--- src/rtl/jsu_pkg.sv ---
// ----------------------------------------------------------------------------
// JSON string unescaper package
// Result kinds, character constants and byte decoding helpers.
// ----------------------------------------------------------------------------
package jsu_pkg;

    localparam int CAP_W  = 13;
    localparam int LEN_W  = 12;
    localparam int BYTE_W = 8;
    localparam int KIND_W = 2;
    localparam int HEX_W  = 16;

    localparam logic [KIND_W-1:0] KIND_BYTE = 2'd0;
    localparam logic [KIND_W-1:0] KIND_DONE = 2'd1;
    localparam logic [KIND_W-1:0] KIND_BAD  = 2'd2;

    localparam logic [BYTE_W-1:0] CH_NUL   = 8'h00;
    localparam logic [BYTE_W-1:0] CH_QUOTE = 8'h22;
    localparam logic [BYTE_W-1:0] CH_BSL   = 8'h5C;
    localparam logic [BYTE_W-1:0] CH_U     = 8'h75;
    localparam logic [BYTE_W-1:0] CH_QMARK = 8'h3F;

    localparam logic [CAP_W-1:0] CAP_RESET = 13'd200;
    localparam logic [LEN_W-1:0] LEN_MAX   = 12'hFFF;
    localparam logic [HEX_W-1:0] ASCII_END = 16'h0080;

    typedef struct packed {
        logic             ok;
        logic [3:0]       value;
    } hex_digit_t;

    function automatic hex_digit_t hex_decode(input logic [BYTE_W-1:0] b);
        hex_digit_t d;
        d.ok    = 1'b1;
        d.value = 4'd0;
        if (b >= 8'h30 && b <= 8'h39) begin
            d.value = 4'(b - 8'h30);
        end
        else if (b >= 8'h61 && b <= 8'h66) begin
            d.value = 4'(b - 8'h57);
        end
        else if (b >= 8'h41 && b <= 8'h46) begin
            d.value = 4'(b - 8'h37);
        end
        else begin
            d.ok = 1'b0;
        end
        return d;
    endfunction

    function automatic logic [BYTE_W-1:0] escape_map(input logic [BYTE_W-1:0] b);
        logic [BYTE_W-1:0] r;
        unique case (b)
            8'h6E:   r = 8'h0A;
            8'h72:   r = 8'h0D;
            8'h74:   r = 8'h09;
            8'h62:   r = 8'h08;
            8'h66:   r = 8'h0C;
            default: r = b;
        endcase
        return r;
    endfunction

    function automatic logic [LEN_W-1:0] keep_limit(input logic [CAP_W-1:0] cap);
        logic [LEN_W-1:0] r;
        if (cap == '0) begin
            r = '0;
        end
        else if (cap > {1'b0, LEN_MAX} + 13'd1) begin
            r = LEN_MAX;
        end
        else begin
            r = LEN_W'(cap - 13'd1);
        end
        return r;
    endfunction

endpackage

--- src/rtl/json_string_unescaper.sv ---
// ----------------------------------------------------------------------------
// JSON string unescaper
// Decodes a quoted JSON string literal one byte per request.
// ----------------------------------------------------------------------------
// Input requests on s_* carry one raw byte of the literal, starting at the
// opening quote. Each plain character or completed escape yields one decoded
// byte request on m_* (kind 0), until the kept count reaches the capacity
// minus one; later bytes are dropped. A closing quote yields a completion
// request (kind 1) and malformed input yields kind 2; both carry the kept
// length and return the block to idle, ready for the next literal.
// The cfg channel sets buffer_capacity; the user must see that it is written
// only while idle, as the block does not enforce it. An accepted byte is held
// in the input register, then the decode stage feeds the result register.
// Throughput is one byte per cycle, set by the single decode stage, unless
// the receiver stalls: then the result register holds and the input register
// fills, so at most two requests are held before s_tready drops.
// Reset clears the state to idle, the capacity to 200 and both stages empty.
// ----------------------------------------------------------------------------
module json_string_unescaper
    import jsu_pkg::*;
(
    input  logic        clk,
    input  logic        rst_n,
    input  logic        cfg_valid,
    output logic        cfg_ready,
    input  logic [12:0] cfg_data,   // buffer_capacity
    input  logic        s_tvalid,
    output logic        s_tready,
    input  logic [7:0]  s_tdata,    // in_byte
    output logic        m_tvalid,
    input  logic        m_tready,
    output logic [23:0] m_tdata,    // out_byte [7:0], kept_length [19:8], zero fill
    output logic [1:0]  m_tuser     // kind
);

    typedef enum logic [2:0] {
        PH_IDLE, PH_BODY, PH_ESC, PH_HEX1, PH_HEX2, PH_HEX3, PH_HEX4
    } phase_t;

    phase_t              phase_reg, phase_next;
    logic [HEX_W-1:0]    hex_reg, hex_next;
    logic [LEN_W-1:0]    kept_reg, kept_next;
    logic [LEN_W-1:0]    limit_reg;
    logic                in_valid_reg;
    logic [BYTE_W-1:0]   in_byte_reg;
    logic                out_valid_reg;
    logic [KIND_W-1:0]   kind_reg, kind_next;
    logic [BYTE_W-1:0]   obyte_reg, obyte_next;
    logic [LEN_W-1:0]    olen_reg, olen_next;
    logic                res_next;
    logic                advance;
    hex_digit_t          hd;
    logic [HEX_W-1:0]    hex_shift;

    assign advance   = in_valid_reg && (!out_valid_reg || m_tready);
    assign s_tready  = !in_valid_reg || advance;
    assign cfg_ready = 1'b1;
    assign m_tvalid  = out_valid_reg;
    assign m_tuser   = kind_reg;
    assign m_tdata   = {4'd0, olen_reg, obyte_reg};

    assign hd        = hex_decode(in_byte_reg);
    assign hex_shift = {hex_reg[HEX_W-5:0], hd.value};

    always_comb
    begin
        logic             do_emit;
        logic [BYTE_W-1:0] emit_byte;
        logic             do_report;
        logic [KIND_W-1:0] report_kind;
        do_emit     = 1'b0;
        emit_byte   = in_byte_reg;
        do_report   = 1'b0;
        report_kind = KIND_BAD;
        phase_next  = phase_reg;
        hex_next    = hex_reg;
        kept_next   = kept_reg;
        res_next    = 1'b0;
        kind_next   = KIND_BYTE;
        obyte_next  = '0;
        olen_next   = kept_reg;

        unique case (phase_reg)
            PH_IDLE:
            begin
                if (in_byte_reg != CH_QUOTE) begin
                    do_report = 1'b1;
                end
                else begin
                    phase_next = PH_BODY;
                    hex_next   = '0;
                    kept_next  = '0;
                end
            end
            PH_BODY:
            begin
                if (in_byte_reg == CH_NUL) begin
                    do_report = 1'b1;
                end
                else if (in_byte_reg == CH_QUOTE) begin
                    do_report   = 1'b1;
                    report_kind = KIND_DONE;
                end
                else if (in_byte_reg == CH_BSL) begin
                    phase_next = PH_ESC;
                end
                else begin
                    do_emit = 1'b1;
                end
            end
            PH_ESC:
            begin
                if (in_byte_reg == CH_NUL) begin
                    do_report = 1'b1;
                end
                else if (in_byte_reg == CH_U) begin
                    hex_next   = '0;
                    phase_next = PH_HEX1;
                end
                else begin
                    do_emit   = 1'b1;
                    emit_byte = escape_map(in_byte_reg);
                end
            end
            PH_HEX1, PH_HEX2, PH_HEX3:
            begin
                if (!hd.ok) begin
                    do_report = 1'b1;
                end
                else begin
                    hex_next   = hex_shift;
                    phase_next = phase_t'(phase_reg + 3'd1);
                end
            end
            PH_HEX4:
            begin
                if (!hd.ok) begin
                    do_report = 1'b1;
                end
                else begin
                    hex_next  = '0;
                    do_emit   = 1'b1;
                    emit_byte = (hex_shift < ASCII_END) ? hex_shift[BYTE_W-1:0] : CH_QMARK;
                end
            end
            default:
            begin
                phase_next = PH_IDLE;
                hex_next   = '0;
                kept_next  = '0;
            end
        endcase

        if (do_report) begin
            res_next   = 1'b1;
            kind_next  = report_kind;
            olen_next  = kept_reg;
            phase_next = PH_IDLE;
            hex_next   = '0;
            kept_next  = '0;
        end
        else if (do_emit) begin
            phase_next = PH_BODY;
            if (kept_reg < limit_reg) begin
                kept_next  = kept_reg + 12'd1;
                res_next   = 1'b1;
                kind_next  = KIND_BYTE;
                obyte_next = emit_byte;
                olen_next  = kept_reg + 12'd1;
            end
        end
    end

    always_ff @(posedge clk or negedge rst_n)
    begin
        if (!rst_n) begin
            phase_reg     <= PH_IDLE;
            hex_reg       <= '0;
            kept_reg      <= '0;
            limit_reg     <= keep_limit(CAP_RESET);
            in_valid_reg  <= 1'b0;
            in_byte_reg   <= '0;
            out_valid_reg <= 1'b0;
            kind_reg      <= KIND_BYTE;
            obyte_reg     <= '0;
            olen_reg      <= '0;
        end
        else begin
            if (cfg_valid && cfg_ready) begin
                limit_reg <= keep_limit(cfg_data);
            end
            if (s_tvalid && s_tready) begin
                in_valid_reg <= 1'b1;
                in_byte_reg  <= s_tdata;
            end
            else if (advance) begin
                in_valid_reg <= 1'b0;
            end
            if (advance) begin
                phase_reg     <= phase_next;
                hex_reg       <= hex_next;
                kept_reg      <= kept_next;
                out_valid_reg <= res_next;
                if (res_next) begin
                    kind_reg  <= kind_next;
                    obyte_reg <= obyte_next;
                    olen_reg  <= olen_next;
                end
            end
            else if (m_tready) begin
                out_valid_reg <= 1'b0;
            end
        end
    end

endmodule

--- config.mk ---
export PLATFORM = sky130hd
export DESIGN_NAME = json_string_unescaper
export DESIGN_NICKNAME = d
export VERILOG_FILES = /design/src/rtl/jsu_pkg.sv /design/src/rtl/json_string_unescaper.sv
export SDC_FILE = /design/constraint.sdc
export NUM_CORES = 1
export LEC_CHECK = 0
export ABC_AREA = 1
export ABC_CLOCK_PERIOD_IN_PS = 3200
export BUFFER_PORTS_ARGS = -buffer_cell sky130_fd_sc_hd__buf_2
export CAP_MARGIN = 20
export CORE_MARGIN = 1
export CORE_UTILIZATION = 36
export CTS_CLUSTER_SIZE = 25
export DETAILED_ROUTE_END_ITERATION = 6
export MAX_ROUTING_LAYER = met4
export PLACE_DENSITY_LB_ADDON = 0.1
export SYNTH_ARGS = -nofsm -noshare
export SYNTH_HDL_FRONTEND = slang
export SYNTH_SLANG_ARGS = --single-unit
--- constraint.sdc ---
create_clock -name clk -period 3.2 [get_ports clk]
set_input_delay 0.16 -clock clk [delete_from_list [all_inputs] [get_ports clk]]
set_output_delay 0.16 -clock clk [all_outputs]
set_load 0.01 [all_outputs]
==> metrics.cfg <==
[clock_network]
cts_tree = done
worstSkewPairLatency_ns = 0.34
clk_pin_slew_ns = 0.06
clock_path_buffers = 2
clkSinkCount = 71
h-tree-depth = 3
numCtsBuffers = 9
cts_root_buf = clkbuf_16
ctsResizeCount = 0

[critical_path]
worstPathMaxFanout = 26
rr_startpoint = in_byte_reg[0]
required_ns = 3.40
startpoint_type = register
max_stage_delay_ns = 0.50
criticalPathCategory = reg -> reg
crit_chain = inv_1 > ha_1 > inv_1 > nand2_1 > nand2_1 > nand2_1 > nand2_1 > nand2_2 > nand2_2 > nand3_2 > nand2_4 > inv_4 > nand2_4 > nand2_4 > inv_2 > o21ai_0
crit_path_frequent_cell = nand2_1
cp_slowest_cell = dfrtp_1
r2r_end = m_tvalid
endpoint_kind = register
r2r_cells = 16
critPathTopFamily = simple AND/OR/NAND/NOR gates
regToRegSetupSlack_ns = 0.44
worst-path-buf-inv = 4
cp.arrival_ns = 2.96

[floorplanning]
io_pins = 55
num_rows = 42
core_area_um2 = 13300
die_w_um = 120
initial_core_util_pct = 37.3
dieArea_um2 = 14300
die_h_um = 120

[flow_run]
max_cap_viol_count = 0

[route]
route.vias.total = 4704
wirelength_mm = 13.4
vias_per_cell = 4.88
antenna_left = 0
first_pass_iters = 5
drt-initial-drc-count = 290
wl_per_cell_um = 13.9
route.detailed.drc = 0

[timing]
finalSetupViolCount = 0
grt_setup_unrepaired = no
max_freq_mhz = 362
finalHoldViolations = 0
fin_skew_ns = 0.00845
period_needed_ns = 2.76
maxSlewHeadroom_pct = 47.9
post-route-period-util_pct = 86.2
maxSlewViolCount = 0
tightest_slew_ns = 0.776
finalSetupTns_ns = 0

[finish]
syn2layout_area_growth_pct = 12.9
final_cell_mix = nand2_1 (225), inv_1 (90), nand3_1 (74)
finish.utilization_pct = 42.1
nets = 830
multi_input_area_um2 = 2660
final_cell_area_um2 = 5620
seq_area_um2 = 1780
final_common_cell = nand2_1
num_antenna_cells = 0
drive_above_1_share_pct = 13.2
nFillCells = 1468

[hold_path]
whs_endpoint = in_byte_reg[3]
hold_depth = 3
hp-start = s_tdata[3]
hp-class = in -> reg

[placed_design]
dpl_cell_area_um2 = 5330
place.gp.congestion = 0.942
port_buffers = 49
hpwl_mm = 10.2

[logic_synthesis]
synth-seq-cells = 71
syn_inst = 736
avgSynthCellArea_um2 = 6.76
synth_area_um2 = 4980
ys_types = 33
seq_area_frac_synth_pct = 35.8
yosysWarnings = 0
synth_edf_count = 0
ys.flop_type = dfrtp_1
synthArstFlopShare_pct = 100

[global_route]
first_global_vias = 4418
grt_usage_pct = 20.6
grt_max_degree = 54
grt_overflow = 0
grt_pass1_wl_mm = 22.6
antenna_found_initial = 0

[run_status]
outcome = complete, no violations

[power_and_ir_drop]
peakVddDrop_v = 0.000246
p_leak_nw = 3.00
p_per_area_nw_per_um2 = 557

-- cell usage after synthesis (5+ instances only) --
cell type / count / share of area [%]
o22ai_1: 6 / 0.75
o21ai_0: 43 / 4.3
inv_1: 90 / 6.8
buf_6: 6 / 1.4
inv_2: 8 / 0.60
ha_1: 22 / 5.5
nor3_1: 11 / 1.1
buf_2: 7 / 0.70
nand2_2: 6 / 0.75
a21oi_1: 27 / 2.7
nand4_1: 5 / 0.63
xor2_1: 9 / 1.6
nand3_1: 74 / 7.4
buf_4: 7 / 1.1
nand2_1: 225 / 17
dfstp_2: 5 / 2.6
nor2_1: 71 / 5.4
o21ai_1: 19 / 1.9
dfrtp_1: 66 / 33
-- repair_timing --
action,CTS,global route
hold endpoints to repair,18,0
setup buffers,0,0
hold buffers,1,0
-- per-stage QoR --
step                      hold WS (ns)  instances  setup WS [ns]  total power, mW
after detailed placement         0.143        946          0.476             2.16
after global placement           0.140        946          0.601             2.16
final                           0.0618        963          0.441             3.13
after CTS                       0.0523        963          0.420             3.16
after global routing            0.0769        963          0.106             3.36
after floorplan                 -0.136        739           1.15             1.92
-- area by class of cell --
| cell class | instances | area share, % |
|---|---|---|
| Sequential cell | 71 | 31.7 |
| Clock buffer | 11 | 4.50 |
| Tap cell | 176 | 3.92 |
| Inverter | 100 | 6.77 |
| Multi-Input combinational cell | 545 | 47.3 |
| Clock inverter | 5 | 0.579 |
| Timing Repair Buffer | 55 | 5.21 |
-- worst min-delay path, cell delays in order --
cell,delay [ns]
buf_2,0.07
nor2_1,0.03
a21oi_1,0.10
-- how the worst max path moves through the flow --
stage / startpoint / end / slack, ns / depth (start not counted)
final: in_byte_reg[0] / m_tvalid / 0.44 / 16
after global routing: in_byte_reg[0] / m_tvalid / 0.11 / 16
after CTS: in_byte_reg[0] / m_tvalid / 0.42 / 16
after detailed placement: in_byte_reg[0] / m_tvalid / 0.48 / 16
after global placement: in_byte_reg[0] / m_tvalid / 0.60 / 16
after floorplan: in_byte_reg[0] / olen_reg[8] / 1.15 / 18
-- where the power goes --
group	switching, mW	internal, mW	leakage [nW]
clock	0.417	0.565	0.134
sequential	0.0762	0.978	0.924
combinational	0.800	0.297	1.94
-- kinds of logic after synthesis --
logic type,synth area share [%]
compound gates,10.5
other cells,0.151
simple gates,35.3
xor+xnor,1.76
buf+inv,11.0
fa+ha+maj,5.53
flops,35.8
-- routing by layer --
metal  up-vias  global-route usage [%]  wire length (um)
met2       112                    28.5              5510
met1      2145                    30.6              7210
met3        14                    2.71               487
li1       2433                       -                 -
met5         -                       -                 0
met4         0                    7.11               187
Power figures use the tool's default switching activity.
